$ cat src/rtl/core/vcrw_pkg.sv
// Package for the video controller register-write decoder.
// Holds the register and sub-register codes and the pixel depth lookup.
// No dependencies.
package vcrw_pkg;

  // Register select codes, bits 31:28 of the written word.
  localparam logic [3:0] REG_PALETTE_DATA  = 4'h0;
  localparam logic [3:0] REG_PALETTE_INDEX = 4'h1;
  localparam logic [3:0] REG_HORIZONTAL    = 4'h8;
  localparam logic [3:0] REG_VERTICAL      = 4'h9;
  localparam logic [3:0] REG_CONTROL       = 4'he;
  localparam logic [3:0] REG_DATA_CONTROL  = 4'hf;

  // Sub-register select codes, bits 27:24, inside the horizontal and vertical groups.
  localparam logic [3:0] SUB_DISPLAY_START = 4'h3;
  localparam logic [3:0] SUB_DISPLAY_END   = 4'h4;
  localparam logic [3:0] SUB_CURSOR_START  = 4'h6;
  localparam logic [3:0] SUB_CURSOR_END    = 4'h7;

  // Field widths of the stored geometry.
  localparam int HPOS_W   = 14;
  localparam int VPOS_W   = 13;
  localparam int DEPTH_W  = 6;

  // Pixel depth in bits for each control code; reserved codes give zero.
  function automatic logic [DEPTH_W-1:0] depth_lookup(input logic [2:0] code);
    logic [DEPTH_W-1:0] depth;
    case (code)
      3'd0: depth = 6'd1;
      3'd1: depth = 6'd2;
      3'd2: depth = 6'd4;
      3'd3: depth = 6'd8;
      3'd4: depth = 6'd16;
      3'd6: depth = 6'd32;
      default: depth = 6'd0;
    endcase
    return depth;
  endfunction

endpackage

$ cat src/rtl/core/video_controller_register_writes.sv
// Top level of the video controller register-write decoder.
// Uses vcrw_pkg for register codes and the pixel depth lookup.
//
// Usage:
//   The input channel (in_valid, in_stall, bus_data) takes one 32-bit bus
//   write per item. Bits 31:28 select the register and bits 27:24 the
//   sub-register. Each input item produces exactly one result item on the
//   output channel (out_valid, out_stall and the result fields), which
//   reports any palette colour stored and the display geometry after the
//   write has been applied.
//   The state update and the result are computed from the incoming word
//   and the current state and land in the result register at the
//   accepting edge. Throughput is one item per cycle while out_stall is low;
//   the decode, the small subtractions and the depth lookup set the path.
//   When the receiver stalls, the result register holds its item and
//   in_stall rises only while that held result cannot be taken, so a new
//   item is accepted in the same cycle that the old result leaves.
//   Reset (rst, synchronous, active high) clears the palette pointer, the
//   display-active flag, all geometry registers and the output valid flag.
module video_controller_register_writes (
  input  logic               clk,
  input  logic               rst,
  input  logic               in_valid,
  output logic               in_stall,
  input  logic [31:0]        bus_data,
  output logic               out_valid,
  input  logic               out_stall,
  output logic               palette_write,
  output logic [7:0]         palette_index,
  output logic [7:0]         palette_red,
  output logic [7:0]         palette_green,
  output logic [7:0]         palette_blue,
  output logic               mode_set,
  output logic signed [14:0] width,
  output logic signed [13:0] height,
  output logic [5:0]         bits_per_pixel,
  output logic signed [14:0] cursor_x,
  output logic signed [15:0] cursor_y,
  output logic signed [16:0] cursor_height
);

  // Stored controller state.
  logic [7:0]                       palette_pointer;
  logic                             display_active;
  logic [vcrw_pkg::HPOS_W-1:0]      h_display_start;
  logic [vcrw_pkg::HPOS_W-1:0]      h_display_end;
  logic [vcrw_pkg::VPOS_W-1:0]      v_display_start;
  logic [vcrw_pkg::VPOS_W-1:0]      v_display_end;
  logic [14:0]                      cursor_left;
  logic [16:0]                      cursor_top;
  logic [16:0]                      cursor_bottom;
  logic [vcrw_pkg::DEPTH_W-1:0]     pixel_depth;

  logic [7:0]                       palette_pointer_next;
  logic                             display_active_next;
  logic [vcrw_pkg::HPOS_W-1:0]      h_display_start_next;
  logic [vcrw_pkg::HPOS_W-1:0]      h_display_end_next;
  logic [vcrw_pkg::VPOS_W-1:0]      v_display_start_next;
  logic [vcrw_pkg::VPOS_W-1:0]      v_display_end_next;
  logic [14:0]                      cursor_left_next;
  logic [16:0]                      cursor_top_next;
  logic [16:0]                      cursor_bottom_next;
  logic [vcrw_pkg::DEPTH_W-1:0]     pixel_depth_next;

  logic                             palette_write_next;
  logic                             mode_set_next;
  logic [14:0]                      width_now;
  logic [13:0]                      height_now;

  logic [3:0]                       reg_sel;
  logic [3:0]                       sub_sel;
  logic                             accept;

  // Handshake: stall only while a finished result is held by the receiver.
  assign in_stall = out_valid & out_stall;
  assign accept   = in_valid & ~in_stall;

  assign reg_sel = bus_data[31:28];
  assign sub_sel = bus_data[27:24];

  // Current display size; a data-control write leaves the geometry unchanged.
  assign width_now  = {1'b0, h_display_end} - {1'b0, h_display_start};
  assign height_now = {1'b0, v_display_end} - {1'b0, v_display_start};

  // Register decode and next state.
  always_comb begin
    palette_pointer_next = palette_pointer;
    display_active_next  = display_active;
    h_display_start_next = h_display_start;
    h_display_end_next   = h_display_end;
    v_display_start_next = v_display_start;
    v_display_end_next   = v_display_end;
    cursor_left_next     = cursor_left;
    cursor_top_next      = cursor_top;
    cursor_bottom_next   = cursor_bottom;
    pixel_depth_next     = pixel_depth;
    palette_write_next   = 1'b0;
    mode_set_next        = 1'b0;
    case (reg_sel)
      vcrw_pkg::REG_PALETTE_DATA: begin
        if (display_active) begin
          palette_write_next   = 1'b1;
          palette_pointer_next = palette_pointer + 8'd1;
        end
      end
      vcrw_pkg::REG_PALETTE_INDEX: begin
        palette_pointer_next = bus_data[7:0];
      end
      vcrw_pkg::REG_HORIZONTAL: begin
        case (sub_sel)
          vcrw_pkg::SUB_DISPLAY_START: h_display_start_next = bus_data[13:0];
          vcrw_pkg::SUB_DISPLAY_END:   h_display_end_next   = bus_data[13:0];
          vcrw_pkg::SUB_CURSOR_START:
            cursor_left_next = {1'b0, bus_data[13:0]} - {1'b0, h_display_start};
          default: ;
        endcase
      end
      vcrw_pkg::REG_VERTICAL: begin
        case (sub_sel)
          vcrw_pkg::SUB_DISPLAY_START: v_display_start_next = bus_data[12:0];
          vcrw_pkg::SUB_DISPLAY_END:   v_display_end_next   = bus_data[12:0];
          vcrw_pkg::SUB_CURSOR_START:
            cursor_top_next = {2'b0, bus_data[14:0]} - {4'b0, v_display_start};
          vcrw_pkg::SUB_CURSOR_END:
            cursor_bottom_next = {2'b0, bus_data[14:0]} - {4'b0, v_display_start};
          default: ;
        endcase
      end
      vcrw_pkg::REG_CONTROL: begin
        pixel_depth_next = vcrw_pkg::depth_lookup(bus_data[10:8]);
      end
      vcrw_pkg::REG_DATA_CONTROL: begin
        if ((width_now != 15'd0) && (height_now != 14'd0)) begin
          display_active_next = 1'b1;
          mode_set_next       = 1'b1;
        end
      end
      default: ;
    endcase
  end

  // State registers, updated once per accepted item.
  always_ff @(posedge clk) begin
    if (rst) begin
      palette_pointer <= '0;
      display_active  <= 1'b0;
      h_display_start <= '0;
      h_display_end   <= '0;
      v_display_start <= '0;
      v_display_end   <= '0;
      cursor_left     <= '0;
      cursor_top      <= '0;
      cursor_bottom   <= '0;
      pixel_depth     <= '0;
    end else if (accept) begin
      palette_pointer <= palette_pointer_next;
      display_active  <= display_active_next;
      h_display_start <= h_display_start_next;
      h_display_end   <= h_display_end_next;
      v_display_start <= v_display_start_next;
      v_display_end   <= v_display_end_next;
      cursor_left     <= cursor_left_next;
      cursor_top      <= cursor_top_next;
      cursor_bottom   <= cursor_bottom_next;
      pixel_depth     <= pixel_depth_next;
    end
  end

  // Output valid flag.
  always_ff @(posedge clk) begin
    if (rst) begin
      out_valid <= 1'b0;
    end else if (accept) begin
      out_valid <= 1'b1;
    end else if (!out_stall) begin
      out_valid <= 1'b0;
    end
  end

  // Result register; geometry reflects the state after this write.
  always_ff @(posedge clk) begin
    if (accept) begin
      palette_write  <= palette_write_next;
      palette_index  <= palette_write_next ? palette_pointer : 8'd0;
      palette_red    <= palette_write_next ? bus_data[7:0] : 8'd0;
      palette_green  <= palette_write_next ? bus_data[15:8] : 8'd0;
      palette_blue   <= palette_write_next ? bus_data[23:16] : 8'd0;
      mode_set       <= mode_set_next;
      width          <= $signed({1'b0, h_display_end_next} - {1'b0, h_display_start_next});
      height         <= $signed({1'b0, v_display_end_next} - {1'b0, v_display_start_next});
      bits_per_pixel <= pixel_depth_next;
      cursor_x       <= $signed(cursor_left_next);
      cursor_y       <= $signed(cursor_top_next[15:0]);
      cursor_height  <= $signed(cursor_bottom_next - cursor_top_next);
    end
  end

endmodule

$ cat config.mk
export PLATFORM = sky130hd
export DESIGN_NAME = video_controller_register_writes
export DESIGN_NICKNAME = d
export VERILOG_FILES = /design/src/rtl/core/vcrw_pkg.sv /design/src/rtl/core/video_controller_register_writes.sv
export SDC_FILE = /design/constraint.sdc
export NUM_CORES = 1
export LEC_CHECK = 0
export BUFFER_PORTS_ARGS = -buffer_cell sky130_fd_sc_hd__buf_2
export CORE_ASPECT_RATIO = 1.75
export CORE_MARGIN = 3
export CORE_UTILIZATION = 60
export CTS_CLUSTER_DIAMETER = 60
export DETAILED_ROUTE_END_ITERATION = 8
export PLACE_DENSITY = 0.83
export SYNTH_ARGS = -nofsm -noshare
export SYNTH_HDL_FRONTEND = slang
export SYNTH_SLANG_ARGS = --single-unit
$ cat constraint.sdc
create_clock -name clk -period 16.1 [get_ports clk]
set_input_delay 3.22 -clock clk [delete_from_list [all_inputs] [get_ports clk]]
set_output_delay 3.22 -clock clk [all_outputs]
set_load 0.05 [all_outputs]
======== After elaboration in Yosys (flattened, before gate mapping) ========
Index checks and enable logic that the tools add are counted.
storage, ports and cells
  flip-flop bits (word level) ............. 236
  logic and storage cells ................. 81
operators by class
  add/sub/neg operators ................... 8
  eq/ne operators ......................... 16
  multiplexer cells ....................... 23
  bitwise operators ....................... 3
  reductions and logical operators ........ 8
operator list
  operator                                                                count
  17-bit two-way mux                                                      4
  14-bit two-way mux                                                      4
  13-bit two-way mux                                                      4
  14-bit by 14-bit subtractor with 15-bit output                          3
  6-bit case mux with 6 select lines                                      1
  15-bit two-way mux                                                      2
  13-bit by 13-bit subtractor with 14-bit output                          2
  17-bit subtractor                                                       1
  4-bit equality test (second input constant)                             4
  8-bit case mux with 2 select lines                                      1
  15-bit by 13-bit subtractor with 16-bit output                          1
  15-bit nonzero test                                                     1
  14-bit nonzero test                                                     1
  4-bit by 3-bit equality test with 1-bit output (second input constant)  3
  8-bit by 1-bit adder with 8-bit output (second input constant)          1
  8-bit two-way mux                                                       1
  3-bit by 2-bit equality test with 1-bit output (second input constant)  2
  3-bit equality test (second input constant)                             2
  6-bit two-way mux                                                       1
  3-bit AND reduction                                                     2
  1-bit two-way mux                                                       5
  4-bit by 1-bit equality test with 1-bit output (second input constant)  1
  4-bit by 2-bit equality test with 1-bit output (second input constant)  1
  4-bit zero test                                                         1
  8 further kinds                                                         9

======== Logic depth before layout (Yosys ltp) ========
  depth after elaboration ................. 4
  gate-level depth with buffers ........... 22

======== Worst setup path before layout ========
Ideal clock, no wire load.
  path kind ............................... input -> register
  start ................................... in out_stall
  end ..................................... reg bits_per_pixel[0] (enable)
  library setup time ...................... 0.526 ns
  arrival time ............................ 7.272 ns
  path slack .............................. 8.302 ns
  stages on the path ...................... 5
  buffers on the path ..................... 2
  path through ............................ nand2_1 -> nand2_1 -> inv_2 -> clkbuf_1 -> buf_1
on the way
  cells in the longest elaborated chain, start to end .. 3
ends and longest elaborated chain
  element               RTL line                                 text
  start, declared       video_controller_register_writes.sv:27   input logic out_stall,
  1-bit bitwise AND     video_controller_register_writes.sv:75   assign in_stall = out_valid & out_stall;
  1-bit NOT             video_controller_register_writes.sv:76   assign accept = in_valid & ~in_stall;
  1-bit bitwise AND     video_controller_register_writes.sv:76
  net accept            video_controller_register_writes.sv:72   logic accept;
  end signal, assigned  video_controller_register_writes.sv:191  bits_per_pixel <= pixel_depth_next;
  end, declared         video_controller_register_writes.sv:36   output logic [5:0] bits_per_pixel,
The timed path passes the listed nets, and every way through them passes these cells.
A chain may end at the register's enable or synchronous reset.

======== Worst setup path in the final report ========
  start ................................... in bus_data[29]
  end ..................................... reg width[14], data pin
on the way
  cells in the longest elaborated chain, start to end .. 3
  elaborated cells on any way between the ends .. 4
ends and longest elaborated chain
  element                                         RTL line                                 text
  start, declared                                 video_controller_register_writes.sv:25   input logic [31:0] bus_data,
  4-bit equality test                             video_controller_register_writes.sv:99   case (reg_sel)
  14-bit two-way mux                              video_controller_register_writes.sv:99
  net h_display_start_next, one bit               video_controller_register_writes.sv:56   logic [vcrw_pkg::HPOS_W-1:0] h_display_start_next;
  14-bit by 14-bit subtractor with 15-bit output  video_controller_register_writes.sv:189  width <= $signed({1'b0, h_display_end_next} - {1'b0, h_display_start_next});
  end signal, assigned                            video_controller_register_writes.sv:189
  end, declared                                   video_controller_register_writes.sv:34   output logic signed [14:0] width,
The timed path passes the listed nets, and every way through them passes these cells.

==> results list <==
- After global routing the overflow that remains totals 0.
* Number of flops mapped to enable cells by yosys: 117
- Of all flip-flops after synthesis, the portion carrying an async set or reset was 0%.
- Avg Inst Size Synth: 9.04 um2
* Synth Instances: 1496
* Area growth from synthesis to layout: 12.9%
- Netlist cell types: between 70 and 80
- Rows: between 70 and 80
* Post-synth top flop: sky130_fd_sc_hd__dfxtp_1
* Worst Hold Class: reg -> reg
* Top-count cell post-synth: sky130_fd_sc_hd__nor2_1
* Outcome: finished clean
- Proportion of layout cells with a drive suffix above 1: 14.8%
- Clock latency on the worst-skew pair, taken at its later pin, is 0.52 ns.
- After detailed placement, the total cell area comes to ~0.014 mm2.
- Global routing consumed, over all layers together, 25.6% of the routing resources.
* Final max-slew violation count: 0
- The root buffer cell chosen for the clock tree is sky130_fd_sc_hd__clkbuf_16.
- The synthesized design contains approximately 240 register bits.
- The most numerous cell type found on the critical path is sky130_fd_sc_hd__o21ai_0.
* Initial Util: 61.0%
- TritonCTS built the clock tree.
- STA classifies the critical path startpoint as an input pin.
- Clock net sink count: between 200 and 250
- Nets: around 1800
- Total power: 0.00167 W
* Clock H-tree levels: 1
* Count of port buffers added during placement: roughly 150
- IR analysis of the VDD net gives a maximum drop of 0.0892 mV.
- Drc violations: 0
- In this run the deepest clock path goes through 3 buffers.
- Final-layout setup total negative slack: 0 ns
- The worst path uses 50.6% of the clock period.
- Final HPWL from detailed placement: 22800 um
- Total CTS buffers: 22
- Across all layers, the routed design uses 11200 vias.
- Final Setup Violations: 0
- When the netlist entered floorplanning its net count stood at 1631.
- Height of the die: 205 um
- Initial antenna violation count: 0
- Vias in the first global route: 10600
- Antenna cells: 0
- On the final layout, the worst clock skew is about 0.012 ns.
- Power spread over the standard cell area amounts to between 100 and 150 mW/mm2.
- Element type at the critical path end: flop
* Detail Route Antenna Nets: 0
* Number of placed I/O pins: 155
* Vias per std cell: 5.81
- Data on the critical path arrives at its endpoint at 8.42 ns.
- Clk pin slew, worst setup/hold paths: about 0.07 ns
* Count of max-cap constraint violations: 0
* Worst max-slew margin expressed relative to the limit: 23.1%
* Cell with the largest stage delay on the worst path: sky130_fd_sc_hd__nor4b_1
- For this run, the top clock speed supported by timing is 0.123 GHz.
- After clock tree synthesis, the flow added hold-fix buffers numbering 0.
- In this run the static leakage power is approximately 6.4 nW.
- Least-Margin Pin Slew: 1.14 ns
- PostCTS Resize Cnt: 0
- Post-synth design cell area: roughly 0.014 mm2
- Maximum cell stage delay along the critical path: a little under 1 ns
- Floorplan core area: 0.0222 mm2
* Post-CTS Repair Setup Buffers: 0
* Placer congestion estimate: between 0.9 and 1
- Routed wire length per instance: ~17 um
- Sequential cells were found to cover 43.6% of the synthesized design area.
* Portion of synthesized cell area occupied by the leading cell type: 26.0%
* Fin Hold WS: 0.454 ns
- DRC violation total after the first TritonRoute iteration: 826
- The largest total area in the synthesized netlist belongs to sky130_fd_sc_hd__edfxtp_1.
- Yosys synthesis warning count: 0
- By area the synthesized netlist is led by sky130_fd_sc_hd__edfxtp_1, sky130_fd_sc_hd__dfxtp_1, sky130_fd_sc_hd__ha_1.
* Commonest cells in the netlist: sky130_fd_sc_hd__nor2_1, sky130_fd_sc_hd__nand2_1, sky130_fd_sc_hd__dfxtp_1
- Full die area: 0.0245 mm2
- Final design area excluding fillers: 0.0153 mm2
- Traced cell by cell, the critical path runs through buf_2 -> nor4b_1 -> nand2_1 -> a21oi_1 -> inv_1 -> fa_1 -> nor2b_1 -> o21ai_0 -> a21boi_0 -> o21ai_0 -> a21boi_0 -> o21ai_0 -> a21boi_0 -> o21ai_0 -> a221oi_1 -> a21o_1 -> a21oi_1.
- Data on the critical path is required at its endpoint by 16.37 ns.
- Of all nets on the critical path, the largest fanout is 18.
- Wire length of the first global-routing pass: 51200 um
- The smallest clock period supported by the final layout is computed as 8.14 ns.
* Hold Fails Final Rpt: 0
* Register-to-register setup slack: 10.94 ns
- The die is 120 um wide.
* Pin count of the biggest net entering global routing: around 150
* Overall routed net length: 32200 um
- DRT Pass-1 Iters: 6
- Classification of the worst setup path: in -> reg
* Unrepaired setup endpoints after global routing: false
registers in the layout (all words and copies together) (netlist names), 13 cells and up, named ones only:
name             cells
h_display_start     14
cursor_top          17
height              14
v_display_end       13
cursor_x            15
h_display_end       14
cursor_bottom       14
cursor_left         15
v_display_start     13
cursor_height       17
cursor_y            16
width               15
final cells by class:
class	instances	area (um2)
well taps	296	370
repair buffers	160	818
flip-flops and latches	236	5900
fillers	1740	6890
clock inverters	13	176
multi-input cells	1110	7070
clock buffers	27	601
inverters	90	345
critical path, delay by kind of cell:
| family | cells | cell delay, ns |
|---|---|---|
| adder cells (fa/ha/maj) | 1 | 0.46 |
| AND/OR/NAND/NOR | 3 | 1.93 |
| AO/OA/AOI/OAI | 11 | 2.56 |
| buffers and inverters | 2 | 0.24 |
where the power goes:
part	internal (W)	switching, W
clock network	0.000331	0.000227
logic	0.000135	0.000284
registers	0.000681	0.0000170
logic make-up (layout without fill, tap and decap cells):
| kind of cell | after synthesis | after routing | synth area share, % |
|---|---|---|---|
| AO/OA/AOI/OAI | 336 | 336 | 15.9 |
| XOR/XNOR | 59 | 59 | 3.88 |
| adder cells (fa/ha/maj) | 100 | 100 | 9.52 |
| buffers and inverters | 150 | 290 | 4.19 |
| flip-flops | 236 | 236 | 43.6 |
| multiplexers | 54 | 54 | 4.25 |
| AND/OR/NAND/NOR | 561 | 561 | 18.7 |
path summary, 6_finish.rpt:
kind                                         start                 to  cells past startpoint
worst max-delay path                  bus_data[29]          width[14]                     17
worst min register to register      cursor_left[3]     cursor_left[3]                      2
worst max register to register  v_display_start[0]  cursor_height[16]                     21
worst min-delay path                cursor_left[3]     cursor_left[3]                      2
stage by stage:
step           instances  setup WS, ns  utilization, %
6_report            1932          7.96            68.9
3_3_place_gp        1892          7.72            65.4
3_5_place_dp        1892          7.61            65.4
2_1_floorplan       1496          8.30               -
4_1_cts             1932          8.12            68.9
5_1_grt             1932          7.58            68.9
per-layer routing:
layer / vias up / part of all wire (%) / global-route usage, % / routed length [um]
li1: 5521 / - / - / -
met1: 5234 / 39 / 30.1 / 12600
met2: 365 / 49 / 44.4 / 15800
met3: 107 / 5.4 / 2.93 / 1740
met4: 0 / 6.5 / 15.8 / 2080
met5: - / 0 / 0 / 0
layout by cell type, fill, tap and decap left out, types with 5 or more instances in the layout:
cell type	netlist	final
sky130_fd_sc_hd__a211oi_1	49	49
sky130_fd_sc_hd__a21boi_0	15	15
sky130_fd_sc_hd__a21o_1	13	13
sky130_fd_sc_hd__a21oi_1	107	107
sky130_fd_sc_hd__a31oi_1	5	5
sky130_fd_sc_hd__and2_1	39	39
sky130_fd_sc_hd__and3_1	10	10
sky130_fd_sc_hd__buf_2	3	153
sky130_fd_sc_hd__buf_4	0	7
sky130_fd_sc_hd__clkbuf_16	0	23
sky130_fd_sc_hd__dfxtp_1	119	119
sky130_fd_sc_hd__edfxtp_1	117	117
sky130_fd_sc_hd__fa_1	5	5
sky130_fd_sc_hd__ha_1	94	94
sky130_fd_sc_hd__inv_1	89	89
sky130_fd_sc_hd__mux2_2	28	28
sky130_fd_sc_hd__mux2i_1	26	26
sky130_fd_sc_hd__nand2_1	167	166
sky130_fd_sc_hd__nand2b_1	7	7
sky130_fd_sc_hd__nand3_1	18	18
sky130_fd_sc_hd__nand4_1	5	5
sky130_fd_sc_hd__nor2_1	202	202
sky130_fd_sc_hd__nor2b_1	15	15
sky130_fd_sc_hd__nor3_1	65	65
sky130_fd_sc_hd__o21a_1	13	13
sky130_fd_sc_hd__o21ai_0	78	78
sky130_fd_sc_hd__o21bai_1	6	6
sky130_fd_sc_hd__o41ai_1	6	6
sky130_fd_sc_hd__or3_1	11	11
sky130_fd_sc_hd__xnor2_1	41	41
sky130_fd_sc_hd__xor2_1	17	17
(Power assumes the default switching activity.)
